**src/hw/rtl/pcac_pkg.sv**
```systemverilog
// shared types, constants and codes for the checkerboard alpha compositor
// no dependencies; compiled first
`timescale 1ns / 1ps

package pcac_pkg;

   // screen geometry and checker grid
   localparam int SCREEN_DIM    = 4096;
   localparam int CHECK_CELL_W  = 8;
   localparam int GRID_SHIFT    = $clog2(CHECK_CELL_W);
   localparam int COORD_W       = 12;

   // field widths
   localparam int ZOOM_W  = 23;
   localparam int FMT_W   = 2;
   localparam int PIXEL_W = 32;
   localparam int CHAN_W  = 8;
   localparam int NCHAN   = PIXEL_W / CHAN_W;

   // control register port
   localparam int CSR_IDX_W  = 2;
   localparam int CSR_DATA_W = 32;
   localparam logic [CSR_IDX_W-1:0] CSR_ZOOM   = 2'd0;
   localparam logic [CSR_IDX_W-1:0] CSR_FORMAT = 2'd1;

   // pixel format codes
   localparam logic [FMT_W-1:0] FMT_GRAY  = 2'd0;
   localparam logic [FMT_W-1:0] FMT_BGR   = 2'd1;
   localparam logic [FMT_W-1:0] FMT_BGRA  = 2'd2;
   localparam logic [FMT_W-1:0] FMT_UNSUP = 2'd3;

   // reset values of the control registers
   localparam logic [ZOOM_W-1:0] ZOOM_UNITY  = ZOOM_W'(1 << 16);
   localparam logic [FMT_W-1:0]  FMT_RESET   = FMT_BGRA;

   // fixed colors
   localparam logic [CHAN_W-1:0] CHECK_DARK   = 8'd40;
   localparam logic [CHAN_W-1:0] CHECK_LIGHT  = 8'd60;
   localparam logic [CHAN_W-1:0] OOB_GREY     = 8'd70;
   localparam logic [CHAN_W-1:0] ALPHA_OPAQUE = 8'd255;
   localparam logic [CHAN_W-1:0] ALPHA_CLEAR  = 8'd0;

   // one input word
   typedef struct packed {
      logic [COORD_W-1:0] screen_x;
      logic [COORD_W-1:0] screen_y;
      logic               in_bounds;
      logic               src_col_zero;
      logic               src_row_zero;
      logic [PIXEL_W-1:0] px_cur;
      logic [PIXEL_W-1:0] px_left;
      logic [PIXEL_W-1:0] px_up;
      logic [PIXEL_W-1:0] px_up_left;
      logic [CHAN_W-1:0]  px_edge;
   } req_word_type;

   // one result word
   typedef struct packed {
      logic [CHAN_W-1:0] out_blue;
      logic [CHAN_W-1:0] out_green;
      logic [CHAN_W-1:0] out_red;
      logic [CHAN_W-1:0] out_alpha;
   } rsp_word_type;

   // live configuration handed to the datapath
   typedef struct packed {
      logic [ZOOM_W-1:0] zoom_level;
      logic [FMT_W-1:0]  pixel_format;
   } cfg_type;

endpackage

```
**src/hw/rtl/pcac_if.sv**
```systemverilog
// valid/ready channel interfaces for the compositor: request, response, control writes
// depends on pcac_pkg
`timescale 1ns / 1ps

// request channel: one screen pixel with its source neighborhood
interface pcac_req_if import pcac_pkg::*; ();
   logic               valid;
   logic               ready;
   logic [COORD_W-1:0] screen_x;
   logic [COORD_W-1:0] screen_y;
   logic               in_bounds;
   logic               src_col_zero;
   logic               src_row_zero;
   logic [PIXEL_W-1:0] px_cur;
   logic [PIXEL_W-1:0] px_left;
   logic [PIXEL_W-1:0] px_up;
   logic [PIXEL_W-1:0] px_up_left;
   logic [CHAN_W-1:0]  px_edge;

   modport source (output valid, screen_x, screen_y, in_bounds, src_col_zero,
                   src_row_zero, px_cur, px_left, px_up, px_up_left, px_edge,
                   input ready);
   modport sink   (input valid, screen_x, screen_y, in_bounds, src_col_zero,
                   src_row_zero, px_cur, px_left, px_up, px_up_left, px_edge,
                   output ready);
endinterface

// response channel: one BGRA display pixel
interface pcac_rsp_if import pcac_pkg::*; ();
   logic              valid;
   logic              ready;
   logic [CHAN_W-1:0] out_blue;
   logic [CHAN_W-1:0] out_green;
   logic [CHAN_W-1:0] out_red;
   logic [CHAN_W-1:0] out_alpha;

   modport source (output valid, out_blue, out_green, out_red, out_alpha, input ready);
   modport sink   (input valid, out_blue, out_green, out_red, out_alpha, output ready);
endinterface

// control register write channel
interface pcac_csr_if import pcac_pkg::*; ();
   logic                  valid;
   logic                  ready;
   logic [CSR_IDX_W-1:0]  index;
   logic [CSR_DATA_W-1:0] data;

   modport source (output valid, index, data, input ready);
   modport sink   (input valid, index, data, output ready);
endinterface

```
**src/hw/rtl/pcac_pixel.sv**
```systemverilog
// pixel datapath: box/edge averaging, checker background and alpha blend
// depends on pcac_pkg; purely combinational, sits between the stage registers
`timescale 1ns / 1ps

module pcac_pixel import pcac_pkg::*; (
   input  req_word_type req_word,
   input  cfg_type      cfg,
   output rsp_word_type rsp_word
);

   logic                shrink;
   logic                box;
   logic [COORD_W-1:0]  x_wrap;
   logic [COORD_W-1:0]  y_wrap;
   logic [CHAN_W-1:0]   bg;
   logic [CHAN_W-1:0]   p [NCHAN];
   logic [CHAN_W+1:0]   box_sum [NCHAN];
   logic [CHAN_W:0]     gray_sum;
   logic [CHAN_W-1:0]   gray;
   logic [CHAN_W-1:0]   alpha;
   logic [CHAN_W-1:0]   inv_alpha;
   logic [2*CHAN_W-1:0] mix [3];

   // averaging enables
   assign shrink = cfg.zoom_level < ZOOM_UNITY;
   assign box    = shrink && !req_word.src_row_zero && !req_word.src_col_zero;

   // checker cell from wrapped screen coordinates
   assign x_wrap = COORD_W'(32'(req_word.screen_x) % SCREEN_DIM);
   assign y_wrap = COORD_W'(32'(req_word.screen_y) % SCREEN_DIM);
   assign bg     = (x_wrap[GRID_SHIFT] ^ y_wrap[GRID_SHIFT]) ? CHECK_DARK : CHECK_LIGHT;

   // 2x2 box average per channel, truncating
   always_comb begin
      for (int i = 0; i < NCHAN; i++) begin
         box_sum[i] = (CHAN_W+2)'(req_word.px_cur[i*CHAN_W +: CHAN_W])
                    + (CHAN_W+2)'(req_word.px_left[i*CHAN_W +: CHAN_W])
                    + (CHAN_W+2)'(req_word.px_up[i*CHAN_W +: CHAN_W])
                    + (CHAN_W+2)'(req_word.px_up_left[i*CHAN_W +: CHAN_W]);
         p[i] = box ? box_sum[i][CHAN_W+1:2] : req_word.px_cur[i*CHAN_W +: CHAN_W];
      end
   end

   // gray edge average with the single neighbor
   assign gray_sum = (CHAN_W+1)'(req_word.px_cur[CHAN_W-1:0]) + (CHAN_W+1)'(req_word.px_edge);
   assign gray     = (shrink && !box) ? gray_sum[CHAN_W:1] : p[0];

   // blend over the checker, divide by 256
   assign alpha     = p[3];
   assign inv_alpha = ALPHA_OPAQUE - alpha;
   always_comb begin
      for (int i = 0; i < 3; i++) begin
         mix[i] = (2*CHAN_W)'(bg) * (2*CHAN_W)'(inv_alpha)
                + (2*CHAN_W)'(p[i]) * (2*CHAN_W)'(alpha);
      end
   end

   // format select
   always_comb begin
      rsp_word = '{out_blue: bg, out_green: bg, out_red: bg, out_alpha: ALPHA_OPAQUE};
      if (!req_word.in_bounds) begin
         rsp_word = '{out_blue: OOB_GREY, out_green: OOB_GREY, out_red: OOB_GREY,
                      out_alpha: ALPHA_OPAQUE};
      end else begin
         case (cfg.pixel_format)
            FMT_GRAY: begin
               rsp_word = '{out_blue: gray, out_green: gray, out_red: gray,
                            out_alpha: ALPHA_OPAQUE};
            end
            FMT_BGR: begin
               rsp_word = '{out_blue: p[0], out_green: p[1], out_red: p[2],
                            out_alpha: ALPHA_OPAQUE};
            end
            FMT_BGRA: begin
               if (alpha == ALPHA_CLEAR) begin
                  rsp_word = '{out_blue: bg, out_green: bg, out_red: bg,
                               out_alpha: ALPHA_OPAQUE};
               end else if (alpha == ALPHA_OPAQUE) begin
                  rsp_word = '{out_blue: p[0], out_green: p[1], out_red: p[2],
                               out_alpha: ALPHA_OPAQUE};
               end else begin
                  rsp_word = '{out_blue: mix[0][2*CHAN_W-1:CHAN_W],
                               out_green: mix[1][2*CHAN_W-1:CHAN_W],
                               out_red: mix[2][2*CHAN_W-1:CHAN_W],
                               out_alpha: alpha};
               end
            end
            FMT_UNSUP: begin
               rsp_word = '{out_blue: bg, out_green: bg, out_red: bg, out_alpha: ALPHA_OPAQUE};
            end
            default: begin
               rsp_word = '{out_blue: bg, out_green: bg, out_red: bg, out_alpha: ALPHA_OPAQUE};
            end
         endcase
      end
   end

endmodule

```
**src/hw/rtl/pcac_csr.sv**
```systemverilog
// control registers: zoom level and pixel format
// depends on pcac_pkg and pcac_if
`timescale 1ns / 1ps

module pcac_csr import pcac_pkg::*; (
   input  logic    clock,
   input  logic    reset,
   pcac_csr_if.sink csr_chan,
   output cfg_type cfg
);

   logic [ZOOM_W-1:0] zoom_ff, zoom_in;
   logic [FMT_W-1:0]  fmt_ff, fmt_in;
   logic              wr_en;

   // writes always taken; unknown indexes are dropped
   assign csr_chan.ready = 1'b1;
   assign wr_en          = csr_chan.valid && csr_chan.ready;

   always_comb begin
      zoom_in = zoom_ff;
      fmt_in  = fmt_ff;
      if (wr_en) begin
         case (csr_chan.index)
            CSR_ZOOM:   zoom_in = csr_chan.data[ZOOM_W-1:0];
            CSR_FORMAT: fmt_in  = csr_chan.data[FMT_W-1:0];
            default:    ;
         endcase
      end
   end

   always_ff @(posedge clock) begin
      if (reset) begin
         zoom_ff <= ZOOM_UNITY;
         fmt_ff  <= FMT_RESET;
      end else begin
         zoom_ff <= zoom_in;
         fmt_ff  <= fmt_in;
      end
   end

   assign cfg = '{zoom_level: zoom_ff, pixel_format: fmt_ff};

   // a write to an unknown index leaves both registers alone
   a_unknown_index_ignored: assert property (@(posedge clock) disable iff (reset)
      wr_en && csr_chan.index != CSR_ZOOM && csr_chan.index != CSR_FORMAT
      |=> $stable(zoom_ff) && $stable(fmt_ff))
      else $error("control write to unknown index changed a register");

   // registers come out of reset at their defaults
   a_reset_values: assert property (@(posedge clock)
      $past(reset) |-> zoom_ff == ZOOM_UNITY && fmt_ff == FMT_RESET)
      else $error("control registers not at reset values");

   // zoom register takes the low bits of a zoom write
   a_zoom_write: assert property (@(posedge clock) disable iff (reset)
      wr_en && csr_chan.index == CSR_ZOOM |=> zoom_ff == $past(csr_chan.data[ZOOM_W-1:0]))
      else $error("zoom write not captured");

endmodule

```
**src/hw/rtl/pixel_checkerboard_alpha_compositor.sv**
```systemverilog
// Checkerboard alpha compositor with 2x2 box downsample.
//
// Channels: req_chan carries one screen pixel per word with the source pixel,
// its left, up and up-left neighbors and a gray edge neighbor; rsp_chan returns
// one BGRA display pixel per word; csr_chan writes zoom_level (index 0) and
// pixel_format (index 1), and is always ready. Write config only while idle.
//
// Path: an accepted word goes through the input register, then the result
// register behind the pixel datapath, before it is shown on rsp_chan.
// Throughput: one word per clock unless rsp_chan stalls, via the combinational
// datapath; req_chan.ready stays high while the result register drains.
// When the receiver stalls, the result register holds its word and the input
// register fills behind it; req_chan.ready drops only when both are full.
// Reset (synchronous, active high) empties both registers and sets zoom to
// 1.0 (65536) and the format to BGRA.
// Depends on pcac_pkg, pcac_if, pcac_csr and pcac_pixel.
`timescale 1ns / 1ps

module pixel_checkerboard_alpha_compositor import pcac_pkg::*; (
   input  logic       clock,
   input  logic       reset,
   pcac_req_if.sink   req_chan,
   pcac_rsp_if.source rsp_chan,
   pcac_csr_if.sink   csr_chan
);

   cfg_type      cfg;
   logic         s1_valid_ff, s1_valid_in;
   req_word_type s1_word_ff, s1_word_in;
   logic         s2_valid_ff, s2_valid_in;
   rsp_word_type s2_word_ff, s2_word_in;
   rsp_word_type calc_word;
   logic         s2_free;
   logic         s1_adv;
   logic         req_take;

   // control registers
   pcac_csr u_csr (
      .clock    (clock),
      .reset    (reset),
      .csr_chan (csr_chan),
      .cfg      (cfg)
   );

   // pipeline flow control
   assign s2_free        = !s2_valid_ff || rsp_chan.ready;
   assign s1_adv         = s1_valid_ff && s2_free;
   assign req_chan.ready = !s1_valid_ff || s2_free;
   assign req_take       = req_chan.valid && req_chan.ready;

   // input register
   always_comb begin
      s1_valid_in = s1_valid_ff;
      s1_word_in  = s1_word_ff;
      if (req_take) begin
         s1_valid_in = 1'b1;
         s1_word_in  = '{screen_x: req_chan.screen_x, screen_y: req_chan.screen_y,
                         in_bounds: req_chan.in_bounds,
                         src_col_zero: req_chan.src_col_zero,
                         src_row_zero: req_chan.src_row_zero,
                         px_cur: req_chan.px_cur, px_left: req_chan.px_left,
                         px_up: req_chan.px_up, px_up_left: req_chan.px_up_left,
                         px_edge: req_chan.px_edge};
      end else if (s1_adv) begin
         s1_valid_in = 1'b0;
      end
   end

   // pixel datapath
   pcac_pixel u_pixel (
      .req_word (s1_word_ff),
      .cfg      (cfg),
      .rsp_word (calc_word)
   );

   // result register
   always_comb begin
      s2_valid_in = s2_valid_ff;
      s2_word_in  = s2_word_ff;
      if (s1_adv) begin
         s2_valid_in = 1'b1;
         s2_word_in  = calc_word;
      end else if (s2_valid_ff && rsp_chan.ready) begin
         s2_valid_in = 1'b0;
      end
   end

   always_ff @(posedge clock) begin
      if (reset) begin
         s1_valid_ff <= 1'b0;
         s2_valid_ff <= 1'b0;
      end else begin
         s1_valid_ff <= s1_valid_in;
         s2_valid_ff <= s2_valid_in;
      end
   end

   always_ff @(posedge clock) begin
      s1_word_ff <= s1_word_in;
      s2_word_ff <= s2_word_in;
   end

   // response outputs
   assign rsp_chan.valid     = s2_valid_ff;
   assign rsp_chan.out_blue  = s2_word_ff.out_blue;
   assign rsp_chan.out_green = s2_word_ff.out_green;
   assign rsp_chan.out_red   = s2_word_ff.out_red;
   assign rsp_chan.out_alpha = s2_word_ff.out_alpha;

   // input side blocks only when both registers are full and the output stalls
   a_ready_when_room: assert property (@(posedge clock) disable iff (reset)
      !(s1_valid_ff && s2_valid_ff && !rsp_chan.ready) |-> req_chan.ready)
      else $error("request refused while pipeline has room");

   // a word held in the input register is not lost while it waits
   a_s1_holds: assert property (@(posedge clock) disable iff (reset)
      s1_valid_ff && !s1_adv |=> s1_valid_ff && $stable(s1_word_ff))
      else $error("input register dropped a waiting word");

   // a word moving to the result register fills it
   a_s2_fills: assert property (@(posedge clock) disable iff (reset)
      s1_adv |=> s2_valid_ff)
      else $error("result register not loaded on advance");

   // out of bounds pixels always leave as the background grey
   a_oob_grey: assert property (@(posedge clock) disable iff (reset)
      s1_adv && !s1_word_ff.in_bounds |=> s2_word_ff.out_red == OOB_GREY
         && s2_word_ff.out_alpha == ALPHA_OPAQUE)
      else $error("out of bounds pixel not grey");

endmodule

```
**src/flat_wrapper.sv**
```systemverilog
// flat-port wrapper written by rule: the top's interface ports become plain ports
module pixel_checkerboard_alpha_compositor_flat import pcac_pkg::*;
  (clock, reset, req_chan_valid, req_chan_screen_x, req_chan_screen_y, req_chan_in_bounds, req_chan_src_col_zero, req_chan_src_row_zero, req_chan_px_cur, req_chan_px_left, req_chan_px_up, req_chan_px_up_left, req_chan_px_edge, req_chan_ready, rsp_chan_valid, rsp_chan_out_blue, rsp_chan_out_green, rsp_chan_out_red, rsp_chan_out_alpha, rsp_chan_ready, csr_chan_valid, csr_chan_index, csr_chan_data, csr_chan_ready);
  pcac_req_if req_chan_i ();
  pcac_rsp_if rsp_chan_i ();
  pcac_csr_if csr_chan_i ();
  input  logic clock;
  input  logic reset;
  input wire logic [$bits(req_chan_i.valid)-1:0] req_chan_valid;
  input wire logic [$bits(req_chan_i.screen_x)-1:0] req_chan_screen_x;
  input wire logic [$bits(req_chan_i.screen_y)-1:0] req_chan_screen_y;
  input wire logic [$bits(req_chan_i.in_bounds)-1:0] req_chan_in_bounds;
  input wire logic [$bits(req_chan_i.src_col_zero)-1:0] req_chan_src_col_zero;
  input wire logic [$bits(req_chan_i.src_row_zero)-1:0] req_chan_src_row_zero;
  input wire logic [$bits(req_chan_i.px_cur)-1:0] req_chan_px_cur;
  input wire logic [$bits(req_chan_i.px_left)-1:0] req_chan_px_left;
  input wire logic [$bits(req_chan_i.px_up)-1:0] req_chan_px_up;
  input wire logic [$bits(req_chan_i.px_up_left)-1:0] req_chan_px_up_left;
  input wire logic [$bits(req_chan_i.px_edge)-1:0] req_chan_px_edge;
  output wire logic [$bits(req_chan_i.ready)-1:0] req_chan_ready;
  output wire logic [$bits(rsp_chan_i.valid)-1:0] rsp_chan_valid;
  output wire logic [$bits(rsp_chan_i.out_blue)-1:0] rsp_chan_out_blue;
  output wire logic [$bits(rsp_chan_i.out_green)-1:0] rsp_chan_out_green;
  output wire logic [$bits(rsp_chan_i.out_red)-1:0] rsp_chan_out_red;
  output wire logic [$bits(rsp_chan_i.out_alpha)-1:0] rsp_chan_out_alpha;
  input wire logic [$bits(rsp_chan_i.ready)-1:0] rsp_chan_ready;
  input wire logic [$bits(csr_chan_i.valid)-1:0] csr_chan_valid;
  input wire logic [$bits(csr_chan_i.index)-1:0] csr_chan_index;
  input wire logic [$bits(csr_chan_i.data)-1:0] csr_chan_data;
  output wire logic [$bits(csr_chan_i.ready)-1:0] csr_chan_ready;
  assign req_chan_i.valid = req_chan_valid;
  assign req_chan_i.screen_x = req_chan_screen_x;
  assign req_chan_i.screen_y = req_chan_screen_y;
  assign req_chan_i.in_bounds = req_chan_in_bounds;
  assign req_chan_i.src_col_zero = req_chan_src_col_zero;
  assign req_chan_i.src_row_zero = req_chan_src_row_zero;
  assign req_chan_i.px_cur = req_chan_px_cur;
  assign req_chan_i.px_left = req_chan_px_left;
  assign req_chan_i.px_up = req_chan_px_up;
  assign req_chan_i.px_up_left = req_chan_px_up_left;
  assign req_chan_i.px_edge = req_chan_px_edge;
  assign req_chan_ready = req_chan_i.ready;
  assign rsp_chan_valid = rsp_chan_i.valid;
  assign rsp_chan_out_blue = rsp_chan_i.out_blue;
  assign rsp_chan_out_green = rsp_chan_i.out_green;
  assign rsp_chan_out_red = rsp_chan_i.out_red;
  assign rsp_chan_out_alpha = rsp_chan_i.out_alpha;
  assign rsp_chan_i.ready = rsp_chan_ready;
  assign csr_chan_i.valid = csr_chan_valid;
  assign csr_chan_i.index = csr_chan_index;
  assign csr_chan_i.data = csr_chan_data;
  assign csr_chan_ready = csr_chan_i.ready;
  pixel_checkerboard_alpha_compositor u_core (.clock(clock), .reset(reset), .req_chan(req_chan_i), .rsp_chan(rsp_chan_i), .csr_chan(csr_chan_i));
endmodule
```
**config.mk**
```make
export PLATFORM = sky130hd
export DESIGN_NAME = pixel_checkerboard_alpha_compositor_flat
export DESIGN_NICKNAME = d
export VERILOG_FILES = /design/src/hw/rtl/pcac_pkg.sv /design/src/hw/rtl/pcac_if.sv /design/src/hw/rtl/pcac_pixel.sv /design/src/hw/rtl/pcac_csr.sv /design/src/hw/rtl/pixel_checkerboard_alpha_compositor.sv /design/src/flat_wrapper.sv
export SDC_FILE = /design/constraint.sdc
export NUM_CORES = 1
export LEC_CHECK = 0
export ABC_AREA = 1
export ABC_CLOCK_PERIOD_IN_PS = 12500
export BUFFER_PORTS_ARGS = -buffer_cell sky130_fd_sc_hd__buf_2
export CELL_PAD_IN_SITES_DETAIL_PLACEMENT = 0
export CELL_PAD_IN_SITES_GLOBAL_PLACEMENT = 2
export CORE_ASPECT_RATIO = 0.5
export CORE_UTILIZATION = 37
export DETAILED_ROUTE_END_ITERATION = 16
export GPL_TIMING_DRIVEN = 0
export PLACE_DENSITY_LB_ADDON = 0.25
export SLEW_MARGIN = 0
export SYNTH_ARGS = -nofsm -noshare
export SYNTH_HDL_FRONTEND = slang
export SYNTH_SLANG_ARGS = --single-unit
```
**constraint.sdc**
```tcl
create_clock -name clock -period 12.5 [get_ports clock]
set_clock_uncertainty 0.05 [all_clocks]
set_input_delay 1.875 -clock clock [delete_from_list [all_inputs] [get_ports clock]]
set_output_delay 1.875 -clock clock [all_outputs]
set_load 0.01 [all_outputs]
```
==> results.py <==
metrics = {
    "outcome": {
        "status": "completed",
    },
    "clocking": {
        "ctsHoldBuffers": 0,
        "clock_latency_ns": 0.45,
        "clk_pin_slew_ns": 0.08,
        "cts_resized": 0,
        "root_buffer": "clkbuf_16",
        "clockBufferDepth": 2,
        "htree_levels": 4,
        "cts_setup_buffers": 0,
        "cts_inserted_buffers": 17,
        "clock_sinks": 184,
        "cts_tree": "done",
    },
    "floorplanning": {
        "core_mm2": 0.04709,
        "die_h_um": 156.8,
        "io_pins": 237,
        "dieArea_mm2": 0.04887,
        "fp.dieW_um": 311.6,
        "start_util_pct": 37.67,
        "num_rows": 56,
    },
    "detailed_routing": {
        "drtIter0Drc": 926,
        "dr.pass1.iters": 5,
        "drc": 0,
        "via_per_inst": 4.849,
        "routed_wl_um": 50400,
        "vias": 13390,
        "routedWlPerCell_um": 18.25,
        "drtAntennaViolNets": 0,
    },
    "global_route": {
        "grt_pass1_wl_um": 76720,
        "grt_max_degree": 82,
        "antenna_found_initial": 3,
        "grt_pass1_vias": 13310,
        "gr-total-overflow": 0,
        "grt_use_total_pct": 21.15,
    },
    "timing": {
        "setup-tns-final_ns": 0,
        "whs_ns": 0.4002,
        "setup_viol": 0,
        "finalCritPeriodShare_pct": 80.40,
        "worst_slew_pin_slew_ns": 1.411,
        "rsz0062_at_grt": "false",
        "final_hold_viol_count": 0,
        "slew_headroom_pct": 4.936,
        "drv_slew": 0,
        "timing.fmax_ghz": 0.09951,
        "layout_min_cycle_time_ns": 10.05,
    },
    "power": {
        "p_leak_nw": 9.696,
        "ir_drop_uv": 249.2,
        "p_per_area_mw_per_mm2": 304.7,
    },
    "finish": {
        "stdcell_count": 2761,
        "fillers": 4744,
        "fin_nets": 2672,
        "synthToLayoutAreaGrowth_pct": 13.61,
        "drive_gt1_share_pct": 14.04,
        "final_util_pct": 42.80,
    },
    "synthesis": {
        "synth_area_mm2": 0.01774,
        "synth_flop_cell": "edfxtp_1",
        "synth_nets": 2459,
        "yosysSeqAreaShare_pct": 30.53,
        "synth_cells": 1896,
        "synth-edff-count": 173,
        "postSynthRegisterBits": 184,
        "synth-async-reset-ratio_pct": 0,
        "syn_area_per_cell_um2": 9.355,
        "yosysUniqueCellTypes": 53,
        "ys_warn_count": 0,
    },
    "worst_setup_path": {
        "critical_path.max_fanout": 10,
        "cp-start-kind": "flop",
        "setup.worst_path.class": "flop to flop",
        "slowest_stage": "fa_1",
        "endpoint_kind": "flop",
        "path_common_cell": "fa_1",
        "crit_arrival_ns": 10.15,
        "cpPeakStageDelay_ns": 0.56,
        "crit_required_ns": 12.60,
    },
    "placed_design": {
        "gp_congestion": 0.9206,
        "port_buffers": 190,
        "hpwl_um": 42160,
        "dp.cells": 2728,
    },
    "job": {
        "cap_violations": 0,
    },
    "min_path": {
        "holdCritPathClass": "flop to flop",
    },
}
[logic make-up (layout without fill, tap and decap cells)]
group	Yosys count	after routing	share of synthesized area (%)
and+or+nand+nor	680	680	16.61
buffers and inverters	427	653	9.551
adders and majority gates	361	361	34.48
AOI/OAI and AO/OA	199	199	6.638
DFF	184	184	30.53
xor gates and xnor gates	44	44	2.173
other	1	2	0.02114
[cells in the final DEF, fill, tap and decap left out, types with 3 or more instances in the layout]
cell type / n
nand3b_1: 7
inv_1: 386
xnor2_1: 14
o211ai_1: 12
o21ai_0: 44
nor2_4: 8
o21ai_2: 4
clkbuf_16: 17
ha_1: 148
xor2_1: 30
dfxtp_1: 11
inv_6: 5
fa_1: 213
edfxtp_1: 173
buf_4: 4
clkbuf_1: 15
buf_2: 196
a211oi_1: 3
nand2_4: 3
nor2_2: 4
inv_8: 5
nand2_1: 368
o21ai_1: 12
nor3_1: 13
a31oi_1: 7
a21o_1: 9
or2_2: 15
nand4_1: 22
nand2_2: 7
buf_6: 8
nor2_1: 151
nand3_1: 75
nand3_2: 3
o21bai_1: 9
a21oi_1: 82
buf_1: 5
o21a_1: 4
[sequential cells by signal (all words and copies together) (netlist names)]
register                   cells
u_core.rsp_chan.out_alpha      8
u_core.rsp_chan.out_blue       8
u_core.rsp_chan.out_green      8
u_core.rsp_chan.out_red        8
u_core.rsp_chan.valid          1
u_core.s1_valid_ff             1
u_core.s1_word_ff            141
u_core.u_csr.fmt_ff            2
u_core.u_csr.zoom_ff           7
[path summary, 6_finish.rpt]
path / from / to / slack (ns) / cells past startpoint
setup / recovery: u_core.s1_word_ff[33] / u_core.rsp_chan.out_green[6] / 2.45 / 37
hold / removal: u_core.u_csr.zoom_ff[18] / u_core.u_csr.zoom_ff[18] / 0.40 / 2
setup reg to reg: u_core.s1_word_ff[33] / u_core.rsp_chan.out_green[6] / 2.45 / 37
hold reg to reg: u_core.u_csr.zoom_ff[18] / u_core.u_csr.zoom_ff[18] / 0.40 / 2
[synthesized netlist by cell type (11+ instances only)]
library cell,instances,area [um2]
inv_1,387,1453
nand2_1,368,1381
fa_1,213,4264
edfxtp_1,173,5195
nor2_1,151,566.8
ha_1,148,1852
a21oi_1,83,415.4
nand3_1,75,375.4
o21ai_0,47,235.2
xor2_1,30,262.8
nand4_1,22,137.6
clkbuf_1,15,56.30
or2_2,15,93.84
xnor2_1,14,122.6
nor3_1,13,65.06
o211ai_1,12,90.09
dfxtp_1,11,220.2
[stage by stage]
stage | instance area [um2] | power, mW | setup slack [ns]
after detailed placement | 19570 | 5.602 | 2.324
after floorplan | 17740 | 4.179 | 3.769
after CTS | 20150 | 6.177 | 2.337
final | 20150 | 6.141 | 2.450
after global placement | 19490 | 5.638 | 2.358
after global routing | 20150 | 6.871 | 1.889
[critical path: cells and delay by family (launching register included)]
family / cells / cell delay [ns]
AND/OR/NAND/NOR: 10 / 1.42
adder cells (fa/ha/maj): 13 / 5.42
buffers and inverters: 8 / 1.15
XOR/XNOR: 4 / 1.01
flip-flops: 1 / 0.32
AO/OA/AOI/OAI: 2 / 0.36
[layer usage]
metal | global-route usage, % | share of wire (%) | vias up
li1 | - | - | 6437
met1 | 30.17 | 47 | 6617
met2 | 34.18 | 46 | 290
met3 | 2.836 | 5.0 | 44
met4 | 4.855 | 1.7 | 0
met5 | 0 | 0 | -
[final cells by class]
type,count,area [um2],share of cell area [%]
repair buffers,194,1013,5.029
inverters,390,1474,7.314
clock buffers,18,439.2,2.179
clock inverters,14,145.1,0.7202
flip-flops and latches,184,5415,26.87
multi-input cells,1285,10640,52.79
well taps,638,798.3,3.961
diodes,1,2.502,0.01242
plain buffers,37,225.2,1.118
[report_power, final]
part / total (mW) / internal, mW / switching (mW) / leakage, nW
logic: 4.77 / 1.74 / 3.03 / 7.64
clock network: 0.537 / 0.272 / 0.264 / 0.287
registers: 0.833 / 0.806 / 0.0269 / 1.76
total: 6.14 / 2.82 / 3.32 / 9.70
Power figures use the tool's default switching activity.
